**src/design/afp_pkg.sv**
```systemverilog
`timescale 1ns / 1ps
package afp_pkg;

  localparam int FRAME_BYTES_DEF = 30;

  localparam int VAL_W   = 16;
  localparam int WIDE_W  = 21;
  localparam int BYTE_W  = 8;
  localparam int PHASE_W = 3;
  localparam int ADDR_W  = 8;

  localparam logic [BYTE_W-1:0] CH_R     = 8'h52;
  localparam logic [BYTE_W-1:0] CH_P     = 8'h50;
  localparam logic [BYTE_W-1:0] CH_Y     = 8'h59;
  localparam logic [BYTE_W-1:0] CH_A     = 8'h41;
  localparam logic [BYTE_W-1:0] CH_S     = 8'h53;
  localparam logic [BYTE_W-1:0] CH_MINUS = 8'h2D;
  localparam logic [BYTE_W-1:0] CH_ZERO  = 8'h30;

  localparam logic [PHASE_W-1:0] PH_IDLE  = 3'd0;
  localparam logic [PHASE_W-1:0] PH_ROLL  = 3'd1;
  localparam logic [PHASE_W-1:0] PH_PITCH = 3'd2;
  localparam logic [PHASE_W-1:0] PH_YAW   = 3'd3;
  localparam logic [PHASE_W-1:0] PH_ALT   = 3'd4;

  localparam logic [ADDR_W-1:0] REG_ANGLE_MIN = 8'd0;
  localparam logic [ADDR_W-1:0] REG_ANGLE_MAX = 8'd1;
  localparam logic [ADDR_W-1:0] REG_ALT_MIN   = 8'd2;
  localparam logic [ADDR_W-1:0] REG_ALT_MAX   = 8'd3;

  localparam logic signed [VAL_W-1:0] ANGLE_MIN_RST = -16'sd180;
  localparam logic signed [VAL_W-1:0] ANGLE_MAX_RST = 16'sd180;
  localparam logic signed [VAL_W-1:0] ALT_MIN_RST   = 16'sd0;
  localparam logic signed [VAL_W-1:0] ALT_MAX_RST   = 16'sd32767;

  localparam logic signed [VAL_W-1:0] VAL_MAX = 16'sd32767;
  localparam logic signed [VAL_W-1:0] VAL_MIN = -16'sd32768;

  typedef struct packed {
    logic signed [VAL_W-1:0] roll;
    logic signed [VAL_W-1:0] pitch;
    logic signed [VAL_W-1:0] yaw;
    logic signed [VAL_W-1:0] altitude;
  } frame_t;

  typedef struct packed {
    logic   valid;
    frame_t frame;
  } result_t;

  typedef struct packed {
    logic signed [VAL_W-1:0] angle_min;
    logic signed [VAL_W-1:0] angle_max;
    logic signed [VAL_W-1:0] alt_min;
    logic signed [VAL_W-1:0] alt_max;
  } bounds_t;

  function automatic logic signed [VAL_W-1:0] sat16(input logic signed [WIDE_W-1:0] v);
    logic signed [VAL_W-1:0] r;
    if (v > 21'sd32767) begin
      r = VAL_MAX;
    end else if (v < -21'sd32768) begin
      r = VAL_MIN;
    end else begin
      r = v[VAL_W-1:0];
    end
    return r;
  endfunction

endpackage

```
**src/design/afp_parse.sv**
```systemverilog
`timescale 1ns / 1ps
module afp_parse #(
  parameter int FRAME_BYTES = afp_pkg::FRAME_BYTES_DEF
) (
  input  logic                        clk,
  input  logic                        rst_n,
  input  logic                        fire,
  input  logic [afp_pkg::BYTE_W-1:0]  rx_byte,
  output afp_pkg::result_t            res
);

  localparam logic [afp_pkg::BYTE_W-1:0] FRAME_LIMIT = afp_pkg::BYTE_W'(FRAME_BYTES);

  logic [afp_pkg::PHASE_W-1:0]      phase_r, phase_nxt;
  logic                             neg_r, neg_nxt;
  logic                             started_r, started_nxt;
  logic signed [afp_pkg::VAL_W-1:0] acc_r, acc_nxt;
  logic signed [afp_pkg::VAL_W-1:0] roll_r, roll_nxt;
  logic signed [afp_pkg::VAL_W-1:0] pitch_r, pitch_nxt;
  logic signed [afp_pkg::VAL_W-1:0] yaw_r, yaw_nxt;
  logic [afp_pkg::BYTE_W-1:0]       count_r, count_nxt;

  logic [afp_pkg::BYTE_W-1:0]        end_byte;
  logic signed [afp_pkg::VAL_W-1:0]  fval;
  logic signed [afp_pkg::WIDE_W-1:0] acc_wide;
  logic signed [afp_pkg::WIDE_W-1:0] digit;
  logic signed [afp_pkg::WIDE_W-1:0] step_sum;

  always_comb begin
    unique case (phase_r)
      afp_pkg::PH_ROLL:  end_byte = afp_pkg::CH_P;
      afp_pkg::PH_PITCH: end_byte = afp_pkg::CH_Y;
      afp_pkg::PH_YAW:   end_byte = afp_pkg::CH_A;
      default:           end_byte = afp_pkg::CH_S;
    endcase
  end

  always_comb begin
    if (!neg_r) begin
      fval = acc_r;
    end else if (acc_r == afp_pkg::VAL_MIN) begin
      fval = afp_pkg::VAL_MAX;
    end else begin
      fval = -acc_r;
    end
  end

  assign acc_wide = {{(afp_pkg::WIDE_W-afp_pkg::VAL_W){acc_r[afp_pkg::VAL_W-1]}}, acc_r};
  assign digit    = $signed({{(afp_pkg::WIDE_W-afp_pkg::BYTE_W){1'b0}}, rx_byte})
                  - $signed({{(afp_pkg::WIDE_W-afp_pkg::BYTE_W){1'b0}}, afp_pkg::CH_ZERO});
  assign step_sum = (acc_wide <<< 3) + (acc_wide <<< 1) + digit;

  always_comb begin
    phase_nxt   = phase_r;
    neg_nxt     = neg_r;
    started_nxt = started_r;
    acc_nxt     = acc_r;
    roll_nxt    = roll_r;
    pitch_nxt   = pitch_r;
    yaw_nxt     = yaw_r;
    count_nxt   = count_r;
    res.valid          = 1'b0;
    res.frame.roll     = roll_r;
    res.frame.pitch    = pitch_r;
    res.frame.yaw      = yaw_r;
    res.frame.altitude = fval;
    priority if (rx_byte == afp_pkg::CH_R) begin
      phase_nxt   = afp_pkg::PH_ROLL;
      neg_nxt     = 1'b0;
      started_nxt = 1'b0;
      acc_nxt     = '0;
      count_nxt   = 8'd1;
    end else if (phase_r == afp_pkg::PH_IDLE || phase_r > afp_pkg::PH_ALT) begin
      phase_nxt = phase_r;
    end else if (count_r >= FRAME_LIMIT) begin
      phase_nxt   = afp_pkg::PH_IDLE;
      neg_nxt     = 1'b0;
      started_nxt = 1'b0;
      acc_nxt     = '0;
      count_nxt   = '0;
    end else begin
      count_nxt = count_r + 8'd1;
      if (rx_byte == end_byte) begin
        neg_nxt     = 1'b0;
        started_nxt = 1'b0;
        acc_nxt     = '0;
        phase_nxt   = phase_r + 3'd1;
        unique case (phase_r)
          afp_pkg::PH_ROLL:  roll_nxt  = fval;
          afp_pkg::PH_PITCH: pitch_nxt = fval;
          afp_pkg::PH_YAW:   yaw_nxt   = fval;
          default: begin
            res.valid = 1'b1;
            phase_nxt = afp_pkg::PH_IDLE;
            count_nxt = '0;
          end
        endcase
      end else if (!started_r && rx_byte == afp_pkg::CH_MINUS) begin
        neg_nxt     = 1'b1;
        started_nxt = 1'b1;
      end else begin
        started_nxt = 1'b1;
        acc_nxt     = afp_pkg::sat16(step_sum);
      end
    end
  end

  always_ff @(posedge clk) begin
    if (!rst_n) begin
      phase_r   <= afp_pkg::PH_IDLE;
      neg_r     <= 1'b0;
      started_r <= 1'b0;
      acc_r     <= '0;
      roll_r    <= '0;
      pitch_r   <= '0;
      yaw_r     <= '0;
      count_r   <= '0;
    end else if (fire) begin
      phase_r   <= phase_nxt;
      neg_r     <= neg_nxt;
      started_r <= started_nxt;
      acc_r     <= acc_nxt;
      roll_r    <= roll_nxt;
      pitch_r   <= pitch_nxt;
      yaw_r     <= yaw_nxt;
      count_r   <= count_nxt;
    end
  end

endmodule

```
**src/design/afp_out.sv**
```systemverilog
`timescale 1ns / 1ps
module afp_out (
  input  logic                             clk,
  input  logic                             rst_n,
  input  logic                             load,
  input  afp_pkg::frame_t                  frame,
  input  afp_pkg::bounds_t                 bounds,
  input  logic                             out_ready,
  output logic                             out_valid,
  output logic                             blocked,
  output logic signed [afp_pkg::VAL_W-1:0] out_roll,
  output logic signed [afp_pkg::VAL_W-1:0] out_pitch,
  output logic signed [afp_pkg::VAL_W-1:0] out_yaw,
  output logic signed [afp_pkg::VAL_W-1:0] out_altitude,
  output logic                             out_roll_bad,
  output logic                             out_pitch_bad,
  output logic                             out_yaw_bad,
  output logic                             out_altitude_bad
);

  logic            valid_r;
  afp_pkg::frame_t frame_r;
  logic [3:0]      bad_r, bad_nxt;

  always_comb begin
    bad_nxt[3] = frame.roll < bounds.angle_min || frame.roll > bounds.angle_max;
    bad_nxt[2] = frame.pitch < bounds.angle_min || frame.pitch > bounds.angle_max;
    bad_nxt[1] = frame.yaw < bounds.angle_min || frame.yaw > bounds.angle_max;
    bad_nxt[0] = frame.altitude < bounds.alt_min || frame.altitude > bounds.alt_max;
  end

  always_ff @(posedge clk) begin
    if (!rst_n) begin
      valid_r <= 1'b0;
    end else if (load) begin
      valid_r <= 1'b1;
    end else if (out_ready) begin
      valid_r <= 1'b0;
    end
  end

  always_ff @(posedge clk) begin
    if (load) begin
      frame_r <= frame;
      bad_r   <= bad_nxt;
    end
  end

  assign blocked          = valid_r && !out_ready;
  assign out_valid        = valid_r;
  assign out_roll         = frame_r.roll;
  assign out_pitch        = frame_r.pitch;
  assign out_yaw          = frame_r.yaw;
  assign out_altitude     = frame_r.altitude;
  assign out_roll_bad     = bad_r[3];
  assign out_pitch_bad    = bad_r[2];
  assign out_yaw_bad      = bad_r[1];
  assign out_altitude_bad = bad_r[0];

endmodule

```
**src/design/ascii_attitude_frame_parser_unit.sv**
```systemverilog
`timescale 1ns / 1ps
// Path: a byte is registered at the input, then parsed when the input register advances;
//   a closing 'S' is then registered in the result register that drives the result port.
// Throughput: one byte per cycle; the input register stalls only when a frame result meets
//   a result register that is still held by out_ready low.
// Reset (rst_n, synchronous, active low): parser idle, values zero, bounds to -180/180/0/32767.
module ascii_attitude_frame_parser_unit #(
  parameter int FRAME_BYTES = afp_pkg::FRAME_BYTES_DEF
) (
  input  logic                              clk,
  input  logic                              rst_n,
  input  logic                              in_valid,
  output logic                              in_ready,
  input  logic [afp_pkg::BYTE_W-1:0]        in_rx_byte,
  output logic                              out_valid,
  input  logic                              out_ready,
  output logic signed [afp_pkg::VAL_W-1:0]  out_roll,
  output logic signed [afp_pkg::VAL_W-1:0]  out_pitch,
  output logic signed [afp_pkg::VAL_W-1:0]  out_yaw,
  output logic signed [afp_pkg::VAL_W-1:0]  out_altitude,
  output logic                              out_roll_bad,
  output logic                              out_pitch_bad,
  output logic                              out_yaw_bad,
  output logic                              out_altitude_bad,
  input  logic                              cfg_wr_en,
  input  logic [afp_pkg::ADDR_W-1:0]        cfg_addr,
  input  logic [afp_pkg::VAL_W-1:0]         cfg_wdata
);

  logic                       in_v_r;
  logic [afp_pkg::BYTE_W-1:0] byte_r;
  afp_pkg::bounds_t           bounds_r;
  afp_pkg::result_t           res;
  logic                       adv;
  logic                       blocked;

  assign adv      = in_v_r && !(res.valid && blocked);
  assign in_ready = !in_v_r || adv;

  always_ff @(posedge clk) begin
    if (!rst_n) begin
      in_v_r <= 1'b0;
    end else if (in_valid && in_ready) begin
      in_v_r <= 1'b1;
    end else if (adv) begin
      in_v_r <= 1'b0;
    end
  end

  always_ff @(posedge clk) begin
    if (in_valid && in_ready) begin
      byte_r <= in_rx_byte;
    end
  end

  always_ff @(posedge clk) begin
    if (!rst_n) begin
      bounds_r.angle_min <= afp_pkg::ANGLE_MIN_RST;
      bounds_r.angle_max <= afp_pkg::ANGLE_MAX_RST;
      bounds_r.alt_min   <= afp_pkg::ALT_MIN_RST;
      bounds_r.alt_max   <= afp_pkg::ALT_MAX_RST;
    end else if (cfg_wr_en) begin
      unique case (cfg_addr)
        afp_pkg::REG_ANGLE_MIN: bounds_r.angle_min <= $signed(cfg_wdata);
        afp_pkg::REG_ANGLE_MAX: bounds_r.angle_max <= $signed(cfg_wdata);
        afp_pkg::REG_ALT_MIN:   bounds_r.alt_min   <= $signed(cfg_wdata);
        afp_pkg::REG_ALT_MAX:   bounds_r.alt_max   <= $signed(cfg_wdata);
        default:                bounds_r           <= bounds_r;
      endcase
    end
  end

  afp_parse #(
    .FRAME_BYTES(FRAME_BYTES)
  ) u_parse (
    .clk     (clk),
    .rst_n   (rst_n),
    .fire    (adv),
    .rx_byte (byte_r),
    .res     (res)
  );

  afp_out u_out (
    .clk              (clk),
    .rst_n            (rst_n),
    .load             (adv && res.valid),
    .frame            (res.frame),
    .bounds           (bounds_r),
    .out_ready        (out_ready),
    .out_valid        (out_valid),
    .blocked          (blocked),
    .out_roll         (out_roll),
    .out_pitch        (out_pitch),
    .out_yaw          (out_yaw),
    .out_altitude     (out_altitude),
    .out_roll_bad     (out_roll_bad),
    .out_pitch_bad    (out_pitch_bad),
    .out_yaw_bad      (out_yaw_bad),
    .out_altitude_bad (out_altitude_bad)
  );

  a_result_loads: assert property (@(posedge clk) disable iff (!rst_n)
    (adv && res.valid) |=> out_valid)
    else $error("frame result not registered");

  a_stall_cause: assert property (@(posedge clk) disable iff (!rst_n)
    (in_v_r && !adv) |-> (out_valid && !out_ready && res.valid))
    else $error("input stage stalled without a blocked result");

  a_valid_source: assert property (@(posedge clk) disable iff (!rst_n)
    $rose(out_valid) |-> $past(adv && res.valid))
    else $error("result valid rose without a closing beat");

endmodule

```
**config.mk**
```make
export PLATFORM = sky130hd
export DESIGN_NAME = ascii_attitude_frame_parser_unit
export DESIGN_NICKNAME = d
export VERILOG_FILES = /design/src/design/afp_pkg.sv /design/src/design/afp_parse.sv /design/src/design/afp_out.sv /design/src/design/ascii_attitude_frame_parser_unit.sv
export SDC_FILE = /design/constraint.sdc
export NUM_CORES = 1
export LEC_CHECK = 0
export BUFFER_PORTS_ARGS = -buffer_cell sky130_fd_sc_hd__buf_2
export CAP_MARGIN = 30
export CORE_MARGIN = 3
export CORE_UTILIZATION = 53
export DETAILED_ROUTE_END_ITERATION = 16
export PLACE_DENSITY = 0.75
export SLEW_MARGIN = 10
export SYNTH_ARGS = -nofsm -noshare
export SYNTH_HDL_FRONTEND = slang
export SYNTH_SLANG_ARGS = --single-unit
export TNS_END_PERCENT = 1
```
**constraint.sdc**
```tcl
create_clock -name clk -period 5.96 [get_ports clk]
set_clock_uncertainty 0.15 [all_clocks]
set_input_delay 0.596 -clock clk [delete_from_list [all_inputs] [get_ports clk]]
set_output_delay 0.596 -clock clk [all_outputs]
set_load 0.02 [all_outputs]
```
==> results of run 1 <==
worst max-delay path, stage by stage (launching register included):
cell and delay (ns):
dfxtp_1 0.39, ha_1 0.24, fa_1 0.40, a21o_1 0.18, a21oi_1 0.21, o21bai_1 0.13
a31oi_1 0.22, o21ai_0 0.16, o41ai_1 0.52, xnor2_1 0.14, ha_1 0.38, a21o_1 0.21
a31o_2 0.22, nor3_2 0.17, a211oi_1 0.13, a311oi_2 0.38, nand4_1 0.24, and3_1 0.38
a221o_1 0.31
cells in the final DEF, fill, tap and decap left out, types with 8 or more instances in the layout:
cell type	n
a21oi_1	82
o21a_1	11
clkbuf_1	8
ha_1	170
nand3_1	18
and3_1	9
nor2_1	127
inv_1	104
edfxtp_1	76
nand2_1	110
o21ai_0	39
a221o_1	11
buf_2	106
dfxtp_1	143
o211ai_1	39
a31oi_1	9
nor2b_1	14
or3_1	8
nor3_1	16
mux2i_1	29
xnor2_1	34
a211oi_1	40
xor2_1	16
nand4_1	21
a21o_1	42
clkbuf_16	23
nand2b_1	12
layer usage:
layer	wire length (um)	part of all wire (%)	track usage, %
met1	13500	43	31.3
met2	15100	48	41.1
met3	1950	6.2	3.23
met4	1090	3.4	7.35
met5	0	0	0
cell families after synthesis:
logic type / count (synthesis) / synth area share, %
buffers and inverters: 144 / 4.38
adder cells (fa/ha/maj): 172 / 17.0
flip-flops: 219 / 40.3
AO/OA/AOI/OAI: 338 / 18.2
XOR/XNOR: 50 / 3.43
multiplexers: 29 / 2.28
AND/OR/NAND/NOR: 380 / 14.4
where the power goes:
part | total, W | internal (W) | switching (W)
clock | 0.00140 | 0.000835 | 0.000570
sequential | 0.00155 | 0.00154 | 0.00000759
combinational | 0.000120 | 0.0000424 | 0.0000772
synthesized netlist by cell type, types with 4 or more instances:
| cell | n | area (um^2) |
|---|---|---|
| a21o_1 | 42 | 315 |
| nand4_1 | 21 | 131 |
| inv_1 | 104 | 390 |
| o2111ai_1 | 4 | 35.0 |
| nor2b_1 | 15 | 93.8 |
| a211oi_1 | 40 | 300 |
| nand2b_1 | 12 | 75.1 |
| nand2_1 | 110 | 413 |
| o21a_1 | 11 | 82.6 |
| xnor2_1 | 34 | 298 |
| or2_2 | 5 | 31.3 |
| o311a_1 | 4 | 40.0 |
| o211ai_1 | 39 | 293 |
| nand3_1 | 18 | 90.1 |
| a31oi_1 | 9 | 56.3 |
| xor2_1 | 16 | 140 |
| o22ai_1 | 7 | 43.8 |
| a221o_1 | 11 | 110 |
| mux2i_1 | 29 | 290 |
| buf_2 | 8 | 40.0 |
| and3_1 | 10 | 62.6 |
| nor2_1 | 127 | 477 |
| dfxtp_1 | 143 | 2860 |
| a221oi_1 | 4 | 35.0 |
| nor3_1 | 16 | 80.1 |
| clkbuf_1 | 28 | 105 |
| nand3b_1 | 4 | 30.0 |
| a21oi_1 | 82 | 410 |
| o21ai_0 | 39 | 195 |
| o21bai_1 | 6 | 45.0 |
| ha_1 | 170 | 2130 |
| and2_1 | 7 | 43.8 |
| edfxtp_1 | 76 | 2280 |
| or3_1 | 8 | 50.1 |
| o31ai_1 | 5 | 37.5 |
metrics by stage:
stage	cells	util, %
after floorplan	1332	-
after global placement	1725	57.7
after detailed placement	1725	57.7
after CTS	1765	60.8
after global routing	1768	61.0
final	1768	61.0
state kept, by name, summed over array words and instances (netlist names), 16 cells and up:
register	flops
u_parse.pitch_r	16
u_parse.roll_r	16
u_out.out_roll	16
bounds_r	64
u_out.out_altitude	16
u_parse.yaw_r	16
u_parse.acc_r	16
u_out.out_yaw	16
u_out.out_pitch	16
area by class of cell:
class / count / area [um^2] / area share (%)
Clock buffer: 34 / 647 / 4.50
Clock inverter: 6 / 88.8 / 0.619
Inverter: 105 / 394 / 2.74
Multi-Input combinational cell: 969 / 7050 / 49.1
Sequential cell: 219 / 5140 / 35.8
Tap cell: 319 / 399 / 2.78
Timing Repair Buffer: 116 / 633 / 4.41
final timing paths:
path                                               startpoint                       endpoint  slack [ns]  depth (start not counted)
worst max-delay path            u_parse.acc_r[2]$_SDFFE_PN0P_  u_parse.acc_r[6]$_SDFFE_PN0P_        0.68                         18
worst min-delay path                            in_rx_byte[2]            byte_r[2]$_DFFE_PP_        0.11                          1
worst max register to register  u_parse.acc_r[2]$_SDFFE_PN0P_  u_parse.acc_r[6]$_SDFFE_PN0P_        0.68                         18
worst min register to register      bounds_r[44]$_SDFFE_PN0P_      bounds_r[44]$_SDFFE_PN0P_        0.30                          2
==> impl_metrics.py, run 1 <==
metrics = {
    "clock_tree": {
        "clk_path_buf_depth": 3,
        "ctsResizeCount": 0,
        "clock-sinks": 219,
        "clkTransAtPathRegs_ns": 0.06,
        "numCtsBuffers": 22,
        "h-tree-depth": 1,
        "hold_buffers": 0,
        "cts_setup_buffers": 0,
        "cts_tree": "yes",
        "clock_latency_ns": 0.52,
        "clock-root-buffer": "clkbuf_16",
    },
    "sta": {
        "slew_headroom_pct": 40.0,
        "worstMarginPinSlew_ns": 0.898,
        "finalCriticalPeriod_ns": 5.28,
        "setup_ws_ns": 0.680,
        "max_freq_mhz": 189,
        "rsz0062_at_grt": "no",
        "slew_violations": 0,
        "fin_crit_sh_pct": 88.6,
        "fin_setup_tns_ns": 0,
        "setup_violations": 0,
        "final-hold-violation-count": 0,
        "hold_ws_ns": 0.106,
    },
    "hold_path": {
        "worstHoldPathType": "input pin to flop",
    },
    "final_layout": {
        "diodes": 0,
        "design_area_um2": 14400,
        "syn_to_final_growth_pct": 12.6,
        "drive_gt1_share_pct": 11.7,
        "fillers": 2025,
        "nets": 1642,
    },
    "floorplanning": {
        "ios": 107,
        "core_um2": 23500,
        "initial_utilization_pct": 54.2,
        "design.die.area_um2": 26000,
        "dieHeight_um": 161,
        "die_w_um": 161,
        "rows": 56,
    },
    "logic_synthesis": {
        "synth_seq_area_share_pct": 40.3,
        "synth_area_um2": 12800,
        "synth_top_flop_cell": "dfxtp_1",
        "ys_types": 76,
        "ys_warn_count": 0,
        "synth_seq_cells": 219,
        "synth_edf_count": 76,
        "avgSynthCellArea_um2": 9.57,
        "syn_nets": 1541,
        "async_reset_ff_share_pct": 0,
        "synthCells": 1332,
    },
    "global_routing": {
        "grt_pass1_wl_um": 50400,
        "grt_overflow": 0,
        "grt_pass1_vias": 9753,
        "grt_max_degree": 52,
        "groute.usage.overall_pct": 23.9,
        "antenna_found_initial": 0,
    },
    "placement": {
        "pre_cts_slack_ns": 0.756,
        "dpl_cell_area_um2": 13600,
        "portBuffers": 106,
        "dp_hpwl_um": 24000,
        "routabilityCongestion": 0.944,
    },
    "routing": {
        "ant_nets": 0,
        "firstDrtPassIters": 5,
        "drc": 0,
        "wl_um": 31600,
        "post_drt_wl_per_cell_um": 17.9,
        "vias_per_cell": 5.88,
        "via_count": 10400,
        "drt_iter0_markers": 661,
    },
    "worst_setup_path": {
        "worstSetupPathType": "flop to flop",
        "crit_fanout": 11,
        "crit_required_ns": 6.21,
        "cp_data_arrival_time_ns": 5.52,
        "crit_path_end_kind": "flop",
        "startpoint_type": "flop",
    },
    "run_status": {
        "outcome": "completed",
    },
    "job": {
        "maxCapViolCount": 0,
    },
    "pwr": {
        "finalPower_w": 0.00307,
        "p_leak_nw": 6.66,
        "ir_worst_vdd_v": 0.000197,
        "power.density_nw_per_um2": 214,
    },
}
(Power assumes the default switching activity.)
==> run 2: changes to the inputs <==
--- a/config.mk
+++ b/config.mk
@@ -5,10 +5,12 @@
 export SDC_FILE = /design/constraint.sdc
 export NUM_CORES = 1
 export LEC_CHECK = 0
+export ABC_AREA = 0
 export BUFFER_PORTS_ARGS = -buffer_cell sky130_fd_sc_hd__buf_2
 export CAP_MARGIN = 30
 export CORE_MARGIN = 3
 export CORE_UTILIZATION = 53
+export CTS_BUF_LIST = sky130_fd_sc_hd__clkbuf_8
 export DETAILED_ROUTE_END_ITERATION = 16
 export PLACE_DENSITY = 0.75
 export SLEW_MARGIN = 10
==> impl_metrics.py, run 2 (synthesis results as in run 1) <==
metrics = {
    "run_status": {
        "outcome": "completed",
    },
    "job": {
        "maxCapViolCount": 0,
    },
    "worst_setup_path": {
        "crit_path_end_kind": "flop",
        "worstSetupPathType": "flop to flop",
        "crit_required_ns": 6.21,
        "cp_data_arrival_time_ns": 5.52,
        "crit_fanout": 11,
        "startpoint_type": "flop",
    },
    "placement": {
        "routabilityCongestion": 0.944,
        "portBuffers": 106,
        "dp_hpwl_um": 24000,
        "pre_cts_slack_ns": 0.756,
    },
    "clock_tree": {
        "clk_path_buf_depth": 3,
        "clkTransAtPathRegs_ns": 0.06,
        "h-tree-depth": 2,
        "clock_latency_ns": 0.54,
        "numCtsBuffers": 38,
        "cts_setup_buffers": 0,
        "cts_tree": "yes",
        "clock-sinks": 219,
        "hold_buffers": 0,
        "clock-root-buffer": "clkbuf_8",
        "ctsResizeCount": 0,
    },
    "routing": {
        "drc": 0,
        "vias_per_cell": 5.84,
        "post_drt_wl_per_cell_um": 17.7,
        "wl_um": 31800,
        "via_count": 10500,
        "ant_nets": 0,
        "drt_iter0_markers": 709,
        "firstDrtPassIters": 5,
    },
    "global_routing": {
        "grt_overflow": 0,
        "antenna_found_initial": 0,
        "grt_pass1_wl_um": 50500,
        "grt_max_degree": 52,
        "grt_pass1_vias": 9904,
        "groute.usage.overall_pct": 24.0,
    },
    "final_layout": {
        "syn_to_final_growth_pct": 12.8,
        "final_common_cell": "ha_1",
        "final_cell_mix": "170 x ha_1, 143 x dfxtp_1, 127 x nor2_1",
        "diodes": 0,
        "nets": 1658,
        "top_register": "bounds_r",
        "largest_reg_flops": 64,
        "drive_gt1_share_pct": 13.1,
    },
    "pwr": {
        "power.density_nw_per_um2": 212,
        "p_leak_nw": 6.73,
        "ir_worst_vdd_v": 0.000170,
    },
    "sta": {
        "max_freq_mhz": 190,
        "worstMarginPinSlew_ns": 0.901,
        "final-hold-violation-count": 0,
        "setup_violations": 0,
        "slew_violations": 0,
        "setup_ws_ns": 0.688,
        "fin_setup_tns_ns": 0,
        "fin_crit_sh_pct": 88.5,
        "rsz0062_at_grt": "no",
        "slew_headroom_pct": 39.8,
        "finalCriticalPeriod_ns": 5.27,
    },
    "hold_path": {
        "worstHoldPathType": "input pin to flop",
    },
    "floorplanning": {
        "rows": 56,
        "initial_utilization_pct": 54.2,
        "core_um2": 23500,
        "design.die.area_um2": 26000,
        "die_w_um": 161,
        "ios": 107,
        "dieHeight_um": 161,
    },
}
==> run 2: cell count changes in the layout (fill, tap and decap cells not counted), moves of 7 or more <==
| cell | change |
|---|---|
| clkbuf_1 | -8 |
| clkinv_2 | +7 |
| clkbuf_16 | -23 |
| clkbuf_8 | +37 |
| inv_1 | +11 |
==> run 2: path summary, 6_finish.rpt <==
| path | startpoint | to | slack, ns | cells past startpoint |
|---|---|---|---|---|
| worst max-delay path | u_parse.acc_r[2]$_SDFFE_PN0P_ | u_parse.acc_r[6]$_SDFFE_PN0P_ | 0.69 | 18 |
| worst max register to register | u_parse.acc_r[2]$_SDFFE_PN0P_ | u_parse.acc_r[6]$_SDFFE_PN0P_ | 0.69 | 18 |
| worst min-delay path | in_rx_byte[2] | byte_r[2]$_DFFE_PP_ | 0.11 | 1 |
| worst min register to register | bounds_r[42]$_SDFFE_PN0P_ | bounds_r[42]$_SDFFE_PN0P_ | 0.30 | 2 |
==> run 2: metrics by stage <==
stage | power, W | util, % | cell area [um^2] | hold slack [ns] | std cells
2_1_floorplan | 0.00165 | - | 12800 | 0.281 | 1332
3_3_place_gp | 0.00170 | 57.7 | 13600 | 0.293 | 1725
3_5_place_dp | 0.00170 | 57.7 | 13600 | 0.298 | 1725
4_1_cts | 0.00307 | 60.9 | 14300 | 0.0808 | 1793
5_1_grt | 0.00315 | 61.1 | 14400 | 0.0831 | 1796
6_report | 0.00305 | 61.1 | 14400 | 0.106 | 1796
==> run 2: layout make-up <==
cell class,instances,area (um^2)
clock buffer,40,551
clock inverter,28,210
fill,2008,9160
inverter,105,394
multi-input combinational,969,7050
sequential,219,5140
tap,319,399
timing repair buffer,116,633
==> run 2: power breakdown <==
| group | switching [W] | total (W) | internal [W] | leakage, nW |
|---|---|---|---|---|
| Combinational | 0.0000774 | 0.000120 | 0.0000424 | 4.40 |
| Clock | 0.000623 | 0.00138 | 0.000759 | 0.435 |
| Sequential | 0.00000732 | 0.00155 | 0.00154 | 1.90 |
==> run 2: layer usage <==
layer | up-vias | track usage [%] | wire, um | part of all wire [%]
met2 | 373 | 40.9 | 15300 | 48
met4 | 0 | 7.94 | 907 | 2.8
li1 | 5108 | - | - | -
met5 | - | 0 | 0 | 0
met3 | 68 | 4.08 | 2220 | 7.0
met1 | 4939 | 31.0 | 13400 | 42
==> run 2: worst max-delay path, stage by stage, from the launching register on <==
cell and delay (ns):
dfxtp_1 0.39, ha_1 0.25, fa_1 0.41, a21o_1 0.18, a21oi_1 0.22, o21bai_1 0.12, a31oi_1 0.22, o21ai_0 0.15
o41ai_1 0.52, xnor2_1 0.14, ha_1 0.38, a21o_1 0.21, a31o_2 0.22, nor3_2 0.17, a211oi_1 0.12, a311oi_2 0.38
nand4_1 0.24, and3_1 0.37, a221o_1 0.31
